==> config.mk <==
export PLATFORM = sky130hd
export DESIGN_NAME = prct_reduce
export DESIGN_NICKNAME = d
export VERILOG_FILES = /design/src/hw/rtl/prct_pkg.sv /design/src/hw/rtl/prct_reduce.sv
export SDC_FILE = /design/constraint.sdc
export NUM_CORES = 1
export LEC_CHECK = 0
export ABC_AREA = 1
export BUFFER_PORTS_ARGS = -buffer_cell sky130_fd_sc_hd__buf_2
export CAP_MARGIN = 20
export CORE_AREA = 2 2 117 119
export CTS_BUF_LIST = sky130_fd_sc_hd__clkbuf_2 sky130_fd_sc_hd__clkbuf_4 sky130_fd_sc_hd__clkbuf_8
export CTS_CLUSTER_DIAMETER = 150
export DETAILED_ROUTE_END_ITERATION = 10
export DIE_AREA = 0 0 119 121
export GPL_TIMING_DRIVEN = 1
export SKIP_CTS_REPAIR_TIMING = 1
export SYNTH_ARGS = -nofsm -noshare
export SYNTH_HDL_FRONTEND = slang
export SYNTH_SLANG_ARGS = --single-unit
==> constraint.sdc <==
create_clock -name clk -period 0.8 [get_ports clk]
set_input_delay 0.12 -clock clk [delete_from_list [all_inputs] [get_ports clk]]
set_output_delay 0.12 -clock clk [all_outputs]
set_load 0.1 [all_outputs]
==> src/hw/rtl/prct_pkg.sv <==
// ----------------------------------------------------------------------------
// prct_pkg: shared types and constants of the page reference count table
// Sizes of the cell row, request and status codes, and the command that the
// controller broadcasts to every cell.
// ----------------------------------------------------------------------------
package prct_pkg;

  localparam int TABLE_DEPTH = 1024;
  localparam int PAGE_W      = 16;
  localparam int REF_W       = 8;
  localparam int CNT_W       = $clog2(TABLE_DEPTH + 1);
  localparam int GROUP_SIZE  = 32;
  localparam int NUM_GROUPS  = (TABLE_DEPTH + GROUP_SIZE - 1) / GROUP_SIZE;
  localparam int PAD_DEPTH   = NUM_GROUPS * GROUP_SIZE;

  localparam logic [REF_W-1:0] REF_MAX = {REF_W{1'b1}};
  localparam logic [REF_W-1:0] REF_ONE = REF_W'(1);

  typedef enum logic [1:0] {
    MODE_SHARE = 2'd0,
    MODE_QUERY = 2'd1,
    MODE_INC   = 2'd2,
    MODE_DEC   = 2'd3
  } mode_t;

  typedef enum logic [2:0] {
    ST_OK         = 3'd0,
    ST_ALREADY    = 3'd1,
    ST_NOT_SHARED = 3'd2,
    ST_OVERFLOW   = 3'd3,
    ST_UNDERFLOW  = 3'd4,
    ST_FULL       = 3'd5
  } status_t;

  typedef enum logic [1:0] {
    OP_NOP    = 2'd0,
    OP_INSERT = 2'd1,
    OP_UPDATE = 2'd2,
    OP_DELETE = 2'd3
  } cell_op_t;

  typedef struct packed {
    logic [PAGE_W-1:0] page;
    logic [REF_W-1:0]  refs;
  } entry_t;

  // Broadcast to all cells: the operation, the requested page and the
  // count to write (1 on insert, the new count on update).
  typedef struct packed {
    cell_op_t          op;
    logic [PAGE_W-1:0] page;
    logic [REF_W-1:0]  refs;
  } cell_cmd_t;

endpackage

==> src/hw/rtl/prct_reduce.sv <==
// ----------------------------------------------------------------------------
// prct_reduce: registered match reduction over one group of cells
// At most one cell matches, so the count is gathered by an AND-OR select.
// ----------------------------------------------------------------------------
module prct_reduce
  import prct_pkg::*;
(
  input  logic                              clk,
  input  logic [GROUP_SIZE-1:0]             hit,
  input  logic [GROUP_SIZE-1:0][REF_W-1:0]  refs,
  output logic                              any_hit,
  output logic [REF_W-1:0]                  hit_refs
);

  logic [REF_W-1:0] refs_or;

  always_comb begin
    refs_or = '0;
    for (int k = 0; k < GROUP_SIZE; k++) begin
      refs_or = refs_or | (refs[k] & {REF_W{hit[k]}});
    end
  end

  always_ff @(posedge clk) begin
    any_hit  <= |hit;
    hit_refs <= refs_or;
  end

endmodule

==> flow_summary.json <==
{
  "outcome": "finished with violations",
  "violations": "negative setup slack",
  "vias": 4291,
  "cts_made_buffers": 3,
  "hold_class": "in2reg",
  "grt_pass1_vias": 4091,
  "routedWlPerCell_um": 13.02,
  "hpwl_um": 11970,
  "grt_pass1_wl_um": 20210,
  "p_leak_uw": 0.002894,
  "critical-path-top-delay-family": "flip-flops",
  "crit_path_start_kind": "flip-flop",
  "fp.dieArea_um2": 14400,
  "die_x_um": 119,
  "io_buffer_count": 297,
  "cp_slowest_cell": "dfxtp_2",
  "drt_first_iter_violations": 149,
  "max_stage_delay_ns": 0.34,
  "via_per_inst": 4.063,
  "fin_area_um2": 4602,
  "final_util": 0.3517,
  "globalRoute.totalOverflow": 0,
  "fmax_mhz": 1142,
  "syn_avg_cell_area_um2": 4.399,
  "yosysUniqueCellTypes": 9,
  "setup_viol": 9,
  "layout_commonest_cell": "nand2_1",
  "crit_type": "reg2out",
  "setup_slack_ns": -0.07603,
  "worstMarginPinSlew_ns": 0.2722,
  "synth.yosys.seq_area_share": 0.07211,
  "ant_nets": 0,
  "remaining_drc_errors": 0,
  "gp_congestion": 0.8582,
  "initial_core_util": 0.1910,
  "diodes": 0,
  "nFillCells": 1532,
  "cts_tree": "yes",
  "whs_ns": 0.2322,
  "final_cell_mix": "410 x nand2_1, 271 x buf_2, 70 x nor2_1, 48 x buf_4, 24 x nor2_2",
  "synthesis.nets": 857,
  "rsz0062_at_grt": "true",
  "worstPathMaxFanout": 1,
  "grt_start_max_net_pins": 10,
  "drv_slew": 0,
  "wl_um": 13750,
  "cp.arrival_ns": 0.76,
  "dpl_cell_area_um2": 4369,
  "layout-drive-gt1-share": 0.4500,
  "synth_area_um2": 2499,
  "core.rowCount": 42,
  "powerDensity_nw_per_um2": 655.8,
  "period_minus_slack_ns": 0.8760,
  "coreArea_um2": 13090,
  "required_ns": 0.68,
  "dr.pass1.iters": 5,
  "final-hold-violation-count": 0,
  "grt_usage": 0.1811,
  "ctsHtreeMaxLevel": 1,
  "io_pins": 298,
  "critPathBufInv": 1,
  "clockBufferDepth": 2,
  "vdd_drop_max_uv": 316.4,
  "crit_chain": "buf_12",
  "fin_crit_sh": 1.095,
  "die_h_um": 121,
  "clkTransAtPathRegs_ns": 0.05,
  "end_kind": "output pin",
  "final_nets": 1170,
  "postSynthCellCount": 568,
  "max_slew_margin": 0.8179,
  "maxCapViolations": 0,
  "clock_sinks": 9,
  "cts_root_buf": "clkbuf_8",
  "ys_warn_count": 0,
  "antenna_found_initial": 0,
  "syn2layout_area_growth_pct": 84.18,
  "ys_seq_elements": 9
}
## cell families (layout without fill, tap and decap cells)
family	after synthesis	in the layout	synth area share
buffers and inverters	32	344	0.1252
DFF	9	9	0.07211
and+or+nand+nor	527	527	0.8027
## layer usage
metal / share of wire / track usage
met3: 0.055 / 0.02256
met5: 0 / 0
met1: 0.44 / 0.2333
met2: 0.49 / 0.3247
met4: 0.011 / 0.03497
## where the power goes
part / leakage, µW / switching (µW) / internal (µW)
clock network: 0.0000262 / 208 / 384
logic: 0.00280 / 972 / 1010
registers: 0.0000683 / 0.0753 / 449
total: 0.00289 / 1180 / 1840
## area by class of cell
type | instances | area (µm²) | share of cell area
clock buffers | 4 | 48.80 | 0.01060
multi-input cells | 527 | 2121 | 0.4608
repair buffers | 340 | 2021 | 0.4391
flip-flops and latches | 9 | 191.4 | 0.04160
well taps | 176 | 220.2 | 0.04785
## cell usage after synthesis (all sizes together)
master / n / area share
dfxtp: 9 / 0.072
nand4: 4 / 0.010
nor2: 98 / 0.15
nand2: 425 / 0.65
buf: 32 / 0.13
## sequential cells by signal, indices dropped and copies added (netlist names)
signal    count
any_hit       1
hit_refs      8
## path summary, 6_finish.rpt
path         from           to  slack [ns]  depth (start not counted)
max   hit_refs[7]  hit_refs[7]       -0.08                          1
min     refs[172]  hit_refs[4]        0.23                          7
## per-stage QoR
step                setup WS [ns]  TNS (ns)  cells  total power [µW]
detailed placement        -0.4296    -2.703   1053              2338
CTS                       -0.1628    -1.140   1057              2958
global route             -0.09461   -0.8051   1056              3324
finish                   -0.07603   -0.5839   1056              3018
floorplan                 0.05422         0    568              1367
global placement          -0.4213    -2.702   1053              2336
(Power assumes the default switching activity.)
