--- src/hw/rtl/prct_pkg.sv ---
// ----------------------------------------------------------------------------
// prct_pkg: shared types and constants of the page reference count table
// Sizes of the cell row, request and status codes, and the command that the
// controller broadcasts to every cell.
// ----------------------------------------------------------------------------
package prct_pkg;

  localparam int TABLE_DEPTH = 1024;
  localparam int PAGE_W      = 16;
  localparam int REF_W       = 8;
  localparam int CNT_W       = $clog2(TABLE_DEPTH + 1);
  localparam int GROUP_SIZE  = 32;
  localparam int NUM_GROUPS  = (TABLE_DEPTH + GROUP_SIZE - 1) / GROUP_SIZE;
  localparam int PAD_DEPTH   = NUM_GROUPS * GROUP_SIZE;

  localparam logic [REF_W-1:0] REF_MAX = {REF_W{1'b1}};
  localparam logic [REF_W-1:0] REF_ONE = REF_W'(1);

  typedef enum logic [1:0] {
    MODE_SHARE = 2'd0,
    MODE_QUERY = 2'd1,
    MODE_INC   = 2'd2,
    MODE_DEC   = 2'd3
  } mode_t;

  typedef enum logic [2:0] {
    ST_OK         = 3'd0,
    ST_ALREADY    = 3'd1,
    ST_NOT_SHARED = 3'd2,
    ST_OVERFLOW   = 3'd3,
    ST_UNDERFLOW  = 3'd4,
    ST_FULL       = 3'd5
  } status_t;

  typedef enum logic [1:0] {
    OP_NOP    = 2'd0,
    OP_INSERT = 2'd1,
    OP_UPDATE = 2'd2,
    OP_DELETE = 2'd3
  } cell_op_t;

  typedef struct packed {
    logic [PAGE_W-1:0] page;
    logic [REF_W-1:0]  refs;
  } entry_t;

  // Broadcast to all cells: the operation, the requested page and the
  // count to write (1 on insert, the new count on update).
  typedef struct packed {
    cell_op_t          op;
    logic [PAGE_W-1:0] page;
    logic [REF_W-1:0]  refs;
  } cell_cmd_t;

endpackage

--- src/hw/rtl/prct_cell.sv ---
// ----------------------------------------------------------------------------
// prct_cell: one entry of the sorted table
// Holds a page number and its count, compares against the request, and on a
// command takes the new entry or shifts with its left or right neighbor.
// ----------------------------------------------------------------------------
module prct_cell
  import prct_pkg::*;
(
  input  logic      clk,
  input  cell_cmd_t cmd,
  input  logic      occupied,
  input  logic      ge_left,
  input  entry_t    left_entry,
  input  entry_t    right_entry,
  output entry_t    entry,
  output logic      ge,
  output logic      eq
);

  entry_t entry_next;

  // Occupied cells are sorted and packed at the low end, so ge is monotone
  // along the row and its first set cell is the insert or match position.
  assign ge = !occupied || (entry.page >= cmd.page);
  assign eq = occupied && (entry.page == cmd.page);

  always_comb begin
    entry_next = entry;
    unique case (cmd.op)
      OP_NOP: begin
      end
      OP_INSERT: begin
        if (ge && !ge_left) begin
          entry_next = '{page: cmd.page, refs: cmd.refs};
        end else if (ge) begin
          entry_next = left_entry;
        end
      end
      OP_UPDATE: begin
        if (eq) begin
          entry_next.refs = cmd.refs;
        end
      end
      OP_DELETE: begin
        if (ge) begin
          entry_next = right_entry;
        end
      end
      default: begin
      end
    endcase
  end

  always_ff @(posedge clk) begin
    entry <= entry_next;
  end

endmodule

--- config.mk ---
export PLATFORM = sky130hd
export DESIGN_NAME = prct_cell
export DESIGN_NICKNAME = d
export VERILOG_FILES = /design/src/hw/rtl/prct_pkg.sv /design/src/hw/rtl/prct_cell.sv
export SDC_FILE = /design/constraint.sdc
export NUM_CORES = 1
export LEC_CHECK = 0
export BUFFER_PORTS_ARGS = -buffer_cell sky130_fd_sc_hd__buf_2
export CAP_MARGIN = 30
export CORE_MARGIN = 2
export CORE_UTILIZATION = 53
export DETAILED_ROUTE_END_ITERATION = 16
export GPL_TIMING_DRIVEN = 1
export PLACE_DENSITY_LB_ADDON = 0.3
export REMOVE_ABC_BUFFERS = 1
export SYNTH_ARGS = -nofsm -noshare
export SYNTH_HDL_FRONTEND = slang
export SYNTH_SLANG_ARGS = --single-unit
--- constraint.sdc ---
create_clock -name clk -period 6.1 [get_ports clk]
set_input_delay 0.61 -clock clk [delete_from_list [all_inputs] [get_ports clk]]
set_output_delay 0.61 -clock clk [all_outputs]
set_load 0.05 [all_outputs]
==> results.json <==
{
  "antenna_left": 0,
  "netlist_area_um2": 2530,
  "min_period_over_period": 0.542,
  "grt_usage": 0.253,
  "relSlewSlack": 0.414,
  "power.share.clock": 0.176,
  "cap_violations": 0,
  "synth-seq-cells": 24,
  "viasPerCell": 6.28,
  "synth_area_leaders": "edfxtp_1 28%, ha_1 7.9%, a221oi_2 5.9%",
  "instances_no_fill": 406,
  "synth_cell_types": 48,
  "critPathLaunchType": "input port",
  "drc_errors": 0,
  "multi_input_area_um2": 1630,
  "synth_common_cells": "24 x edfxtp_1, 20 x nand2_1, 20 x nand2b_1, 17 x inv_1",
  "synth_edf_count": 24,
  "path_clk_slew_ns": 0.09,
  "synth_compound_area_frac": 0.324,
  "ir_worst_vdd_mv": 0.0871,
  "io_pins": 103,
  "crit_required_ns": 5.49,
  "synthXorXnorAreaFrac": 0,
  "fill_cells": 377,
  "rsz0062_at_grt": "no",
  "crit_path_end_kind": "primary output",
  "clock-root-buffer": "clkbuf_8",
  "postCtsSetupBuffers": 0,
  "largestRegisters": "entry (24)",
  "outcome": "completed",
  "dieArea_um2": 5350,
  "start_util": 0.544,
  "postPlaceCellArea_um2": 3050,
  "synth-simple-area-share": 0.206,
  "antenna_found_initial": 0,
  "p_seq_frac": 0.370,
  "gp_congestion": 0.798,
  "core_area_um2": 4660,
  "ys_seq_area_frac": 0.284,
  "die_w_um": 73.2,
  "placementRows": 25,
  "grt_pass1_wl_um": 10600,
  "syn_area_per_cell_um2": 9.60,
  "drt_iter0_drc": 110,
  "dp_hpwl_um": 4920,
  "drive_gt1_frac": 0.401,
  "yosysMostFrequentCell": "edfxtp_1",
  "tns_ns": 0,
  "largest_register": "entry",
  "dp.cells": 402,
  "cts_max_level": 1,
  "pwr-share-comb": 0.453,
  "grt_pass1_vias": 2345,
  "n_antenna_cell": 0,
  "cts_resized": 0,
  "grt_start_max_net_pins": 39,
  "skew_ns": 0.00447,
  "syn_inst": 264,
  "hold_class": "input port to flop",
  "finalHoldViolations": 0,
  "critPathMaxFanout": 28,
  "nNetsFinal": 446,
  "portBuffers": 102,
  "syn2layout_area_growth_pct": 22.0,
  "regArea_um2": 721,
  "cts_made_buffers": 3,
  "synthArstFlopShare": 0,
  "p_per_area_nw_per_um2": 187,
  "synth_area_leader_cell": "edfxtp_1",
  "die_h_um": 73.2,
  "setup_violations": 0,
  "largest_reg_flops": 24,
  "synth-main-ff-cell": "edfxtp_1",
  "grt_overflow_total": 0,
  "synth_mux_area_frac": 0.0321,
  "power.switching_uw": 235,
  "slew_viol_final": 0,
  "critical_path_class": "input port to primary output",
  "fin_crit_ns": 3.31,
  "wire_per_inst_um": 16.9,
  "cts_tree": "yes",
  "final_cell_area_um2": 3090,
  "vias": 2549,
  "drt_first_pass_iters": 4,
  "cts_buffer_depth": 2,
  "synth_top_family_by_area": "compound AO/OA/AOI/OAI gates",
  "clkLatencyLatePin_ns": 0.28,
  "p_leak_nw": 1.31,
  "worstPathArrival_ns": 2.70,
  "fmax_mhz": 302,
  "wl_um": 6880,
  "worstMarginPinSlew_ns": 0.879,
  "hold_buffers": 0,
  "numClockSinks": 24,
  "yosys_warnings": 0,
  "synth_fa_ha_area_frac": 0.0790,
  "p_sw_frac": 0.407,
  "p_int_uw": 342,
  "synth_top_cell_area_share": 0.284
}
worst paths after layout:
kind / startpoint / to / slack [ns] / cells past startpoint
max: cmd[21] / ge / 2.79 / 8
min: left_entry[6] / entry[6]$_DFFE_PP_ / 0.68 / 3
max reg2reg: entry[21]$_DFFE_PP_ / entry[23]$_DFFE_PP_ / 3.09 / 7
min reg2reg: entry[23]$_DFFE_PP_ / entry[2]$_DFFE_PP_ / 1.28 / 6
routing by layer:
layer	track usage	wire, um	share of wire
met1	0.328	2880	0.42
met2	0.421	3380	0.49
met3	0.0345	476	0.069
met4	0.105	135	0.020
met5	0	0	0
cell type report:
class,count,area share
clock inverter,1,0.00121
multi-input combinational,201,0.526
sequential,24,0.233
inverter,17,0.0206
clock buffer,3,0.0134
tap,54,0.0219
timing repair buffer,106,0.184
per-stage QoR:
step	util	power [mW]	setup slack, ns	hold WS, ns
4_1_cts	0.663	0.576	2.84	0.682
3_5_place_dp	0.654	0.477	2.81	0.973
6_report	0.663	0.577	2.79	0.681
5_1_grt	0.663	0.607	2.61	0.703
3_3_place_gp	0.645	0.466	2.41	0.960
2_1_floorplan	-	0.393	2.65	0.844
power by group through the flow:
stage / sequential (mW) / combinational, mW / clock, mW
after floorplan: 0.271 / 0.121 / 0
after global placement: 0.217 / 0.250 / 0
after detailed placement: 0.217 / 0.260 / 0
after CTS: 0.214 / 0.261 / 0.101
after global routing: 0.215 / 0.283 / 0.108
final: 0.214 / 0.262 / 0.102
cell usage in the layout (no fill, tap or decap), types with 2 or more instances in the layout:
cell / instances
clkbuf_8: 3
inv_1: 17
mux2i_1: 7
a221oi_1: 6
a2bb2oi_1: 7
buf_2: 102
edfxtp_1: 24
o21ai_0: 10
nand2_1: 20
nand2b_1: 20
nor3_1: 15
o311ai_0: 7
o311ai_2: 8
nand4_1: 7
buf_4: 2
and2_1: 2
a211oi_1: 16
a221oi_2: 10
ha_1: 16
a21oi_1: 13
nor2_1: 12
worst max-delay path: stages:
cell and delay, ns:
buf_2 0.11, inv_1 0.05, ha_1 0.33, a211oi_1 0.26, o22ai_1 0.15, a31oi_4 0.72
nand3_2 0.19, buf_2 0.27
cell families (layout without fill, tap and decap cells):
family | Yosys count | in the layout
compound gates | 88 | 88
mux | 8 | 8
flops | 24 | 24
simple gates | 89 | 89
fa+ha+maj | 16 | 16
buf+inv | 39 | 127
Note: power is estimated with default switching activity, not from simulation.
